`config.mk`:
```
export PLATFORM = sky130hd
export DESIGN_NAME = flp_bank_pick
export DESIGN_NICKNAME = d
export VERILOG_FILES = /design/src/hw/rtl/flp_pkg.sv /design/src/hw/rtl/flp_bank_pick.sv
export SDC_FILE = /design/constraint.sdc
export NUM_CORES = 1
export LEC_CHECK = 0
export BUFFER_PORTS_ARGS = -buffer_cell sky130_fd_sc_hd__buf_4
export CAP_MARGIN = 10
export CORE_AREA = 2 2 39 41
export DETAILED_ROUTE_END_ITERATION = 6
export DIE_AREA = 0 0 41 43
export PLACE_DENSITY_LB_ADDON = 0.3
export SLEW_MARGIN = 20
export SYNTH_ARGS = -nofsm -noshare
export SYNTH_HDL_FRONTEND = slang
export SYNTH_SLANG_ARGS = --single-unit
```
`constraint.sdc`:
```
create_clock -name vclk -period 1.65
set_clock_uncertainty 0.05 [all_clocks]
set_input_delay 0.165 -clock vclk [all_inputs]
set_output_delay 0.165 -clock vclk [all_outputs]
set_load 0.005 [all_outputs]
```
`src/hw/rtl/flp_pkg.sv`:
```
// ----------------------------------------------------------------------------
// flp_pkg
// Shared constants and types for the banked free list pool.
// ----------------------------------------------------------------------------
package flp_pkg;

  // sizes
  localparam int unsigned FLP_MAX_BANKS   = 8;
  localparam int unsigned FLP_ENTRY_COUNT = 1024;
  localparam int unsigned FLP_ID_W        = $clog2(FLP_ENTRY_COUNT);
  localparam int unsigned FLP_LINK_W      = FLP_ID_W + 1;
  localparam int unsigned FLP_BANK_W      = 3;
  localparam int unsigned FLP_CFG_W       = 4;
  localparam int unsigned FLP_ENTRIES_W   = 11;
  localparam int unsigned FLP_STATUS_W    = 2;

  // link word: top bit marks the bottom of a bank
  localparam logic [FLP_LINK_W-1:0] FLP_LINK_END = FLP_LINK_W'(1) << FLP_ID_W;

  // saturation bound of the per-bank entry counters
  localparam logic [FLP_ENTRIES_W-1:0] FLP_ENTRIES_MAX = '1;

  // banks_in_use after reset
  localparam logic [FLP_CFG_W-1:0] FLP_CFG_RESET = FLP_CFG_W'(1);

  // opcodes
  localparam logic OP_PUSH = 1'b0;
  localparam logic OP_POP  = 1'b1;

  // result status codes
  localparam logic [FLP_STATUS_W-1:0] STATUS_DONE  = 2'd0;
  localparam logic [FLP_STATUS_W-1:0] STATUS_EMPTY = 2'd1;
  localparam logic [FLP_STATUS_W-1:0] STATUS_RANGE = 2'd2;

  // outcome of the round-robin bank search
  typedef struct packed {
    logic                  found;
    logic [FLP_BANK_W-1:0] idx;
  } flp_pick_t;

endpackage

```
`src/hw/rtl/flp_bank_pick.sv`:
```
// ----------------------------------------------------------------------------
// flp_bank_pick
// Round-robin search over the bank valid bits, starting at a given bank.
// ----------------------------------------------------------------------------
module flp_bank_pick #(
  parameter int unsigned NumBanks = flp_pkg::FLP_MAX_BANKS
) (
  input  logic [NumBanks-1:0]            valid_i,
  input  logic [flp_pkg::FLP_BANK_W-1:0] start_i,
  input  logic [flp_pkg::FLP_CFG_W-1:0]  limit_i,
  output flp_pkg::flp_pick_t             pick_o
);
  import flp_pkg::*;

  logic [NumBanks-1:0]   upper_hit;
  logic [NumBanks-1:0]   lower_hit;
  logic                  upper_found;
  logic                  lower_found;
  logic [FLP_BANK_W-1:0] upper_idx;
  logic [FLP_BANK_W-1:0] lower_idx;

  // split the ring at the start bank: from start up to the limit, then below start
  always_comb begin
    for (int i = 0; i < NumBanks; i++) begin
      upper_hit[i] = valid_i[i] && (FLP_BANK_W'(i) >= start_i) &&
                     (FLP_CFG_W'(i) < limit_i);
      lower_hit[i] = valid_i[i] && (FLP_BANK_W'(i) < start_i);
    end
  end

  // lowest set bit of each half, scanned from the top so the lowest wins
  always_comb begin
    upper_found = 1'b0;
    lower_found = 1'b0;
    upper_idx   = '0;
    lower_idx   = '0;
    for (int i = NumBanks - 1; i >= 0; i--) begin
      if (upper_hit[i]) begin
        upper_found = 1'b1;
        upper_idx   = FLP_BANK_W'(i);
      end
      if (lower_hit[i]) begin
        lower_found = 1'b1;
        lower_idx   = FLP_BANK_W'(i);
      end
    end
  end

  // wrap-around only when nothing is found at or above the start
  always_comb begin
    pick_o.found = upper_found || lower_found;
    pick_o.idx   = upper_found ? upper_idx : lower_idx;
  end

endmodule

```
==> results.sh <==
export IMPL_hold_class="in -> out"
export IMPL_maxSlewViolCount=0
export IMPL_critPathLaunchType="input pin"
export IMPL_grt_ovfl_total=0
export IMPL_syn_inst=60
export IMPL_pwr_share_comb_pct=100.0
export IMPL_p_sw_uw=84.9
export IMPL_drcViolationCount=0
export IMPL_die_area_um2=1760
export IMPL_grt_pass1_wl_mm=2.03
export IMPL_start_util_pct=29.1
export IMPL_areaGrowthSynthToFinish_pct=54.0
export IMPL_finish_utilization_pct=44.8
export IMPL_cpPeakStageDelay_ps=260
export IMPL_yosysMostFrequentCell="nand2_1"
export IMPL_multi_input_area_um2=387
export IMPL_numPortBuffers=19
export IMPL_cp_arrival_ps=1410
export IMPL_design_seq_count=0
export IMPL_worst_slack_ps=24.8
export IMPL_fmax_mhz=615
export IMPL_antenna_diode_count=0
export IMPL_place_hpwl_um=967
export IMPL_hold_path_depth=4
export IMPL_status="finished, final reports clean"
export IMPL_yosysWarnings=0
export IMPL_nFillCells=156
export IMPL_fp_dieH_um=43
export IMPL_drive_gt1_share_pct=42.9
export IMPL_grt_start_max_net_pins=15
export IMPL_rsz0062_at_grt="true"
export IMPL_seqCellArea_um2=0
export IMPL_die_w_um=41
export IMPL_post_route_period_util_pct=98.5
export IMPL_clkbuf_count=0
export IMPL_first_pass_iters=4
export IMPL_swShare_pct=47.8
export IMPL_worst_hold_slack_ps=677
export IMPL_synth_avg_cell_area_um2=6.71
export IMPL_synth_top_area_share_pct=8.70
export IMPL_peakVddDrop_v=0.000105
export IMPL_crit_chain="buf_6, or2_4, o311ai_4, nand4_2, nor4_4, a22o_1, buf_4"
export IMPL_clkPwrFrac_pct=0
export IMPL_hold_violations=0
export IMPL_critical_path_class="in -> out"
export IMPL_gp_congestion=0.783
export IMPL_crit_path_end_kind="output port"
export IMPL_antenna_found_initial=0
export IMPL_fp_coreArea_um2=1380
export IMPL_grtUsageTotal_pct=15.4
export IMPL_yosysSeqAreaShare_pct=0
export IMPL_yosys_top_cells_count="nand2_1, a21oi_1, nor2_1"
export IMPL_required_ps=1430
export IMPL_num_rows=14
export IMPL_vias=529
export IMPL_yosysTopAreaCell="a21oi_1"
export IMPL_p_int_uw=92.7
export IMPL_synthDistinctLibCells=31
export IMPL_synth_area_um2=403
export IMPL_finalSetupTns_ps=0
export IMPL_power_density_nw_per_um2=286
export IMPL_io_pins=19
export IMPL_maxCapViolCount=0
export IMPL_viasPerCell=5.29
export IMPL_drt_iter0_markers=9
export IMPL_cp_slowest_cell="or2_4"
export IMPL_yosys_top_cells_area="a21oi_1, nand2_1, nor2_1"
export IMPL_wl_mm=1.16
export IMPL_min_period_ps=1630
export IMPL_critical_path_max_fanout=3
export IMPL_finalNetCount=101
export IMPL_p_leak_nw=0.273
export IMPL_wire_per_inst_um=11.6
export IMPL_slew_headroom_pct=80.1
export IMPL_ant_nets=0
export IMPL_seqPwrFrac_pct=0
export IMPL_grt_pass1_vias=510
export IMPL_dpl_worst_slack_ps=-8.37
export IMPL_setup_violations=0
export IMPL_synth_nets=75
export IMPL_tightest_slew_ps=296
-- area by class of cell --
class	count	area share [%]
inverter	1	0.605
tap	16	3.23
timing repair buffer	26	33.9
multi-input combinational	57	62.3
-- cell usage in the layout (no fill, tap or decap), types with 2 or more instances in the layout --
cell type	synthesis	layout
a21oi_1	7	7
a31oi_1	2	2
and3_1	2	2
buf_4	1	22
buf_6	0	4
nand2_1	8	8
nand3_1	4	4
nor2_1	7	7
o211ai_1	3	3
o21ai_0	4	4
-- what timing repair did --
item	in CTS	in global routing
setup buffers	0	1
hold buffers	0	0
pin swaps	0	3
gates resized for setup	2	2
setup endpoints to repair	1	3
-- critical path, delay by kind of cell --
kind	cells	cell delay, ps
buf+inv	2	190
compound gates	2	420
simple gates	3	620
-- power by group through the flow --
stage / logic (mW) / clock network, mW / registers (mW)
floorplan: 0.0882 / 0 / 0
global placement: 0.169 / 0 / 0
detailed placement: 0.170 / 0 / 0
CTS: 0.173 / 0 / 0
global route: 0.196 / 0 / 0
finish: 0.178 / 0 / 0
-- cells by family after synthesis --
logic type	count (synthesis)	share of synthesized area, %
simple gates	30	43.8
compound gates	27	52.2
buf+inv	3	4.04
-- layer usage --
metal	global-route usage, %	vias up	routed length [µm]
li1	-	281	-
met4	0	0	0
met3	0.524	0	41
met2	28.4	8	591
met5	0	-	0
met1	19.6	240	528
-- path summary, 6_finish.rpt --
kind | start | end
worst max-delay path | limit_i[3] | pick_o[0]
worst min-delay path | valid_i[1] | pick_o[3]
-- per-stage QoR --
stage | instances | instance area, µm² | power (mW)
finish | 100 | 621 | 0.178
global route | 100 | 621 | 0.196
CTS | 99 | 606 | 0.173
detailed placement | 99 | 598 | 0.170
global placement | 99 | 598 | 0.169
floorplan | 60 | 403 | 0.0882
(Power assumes the default switching activity.)
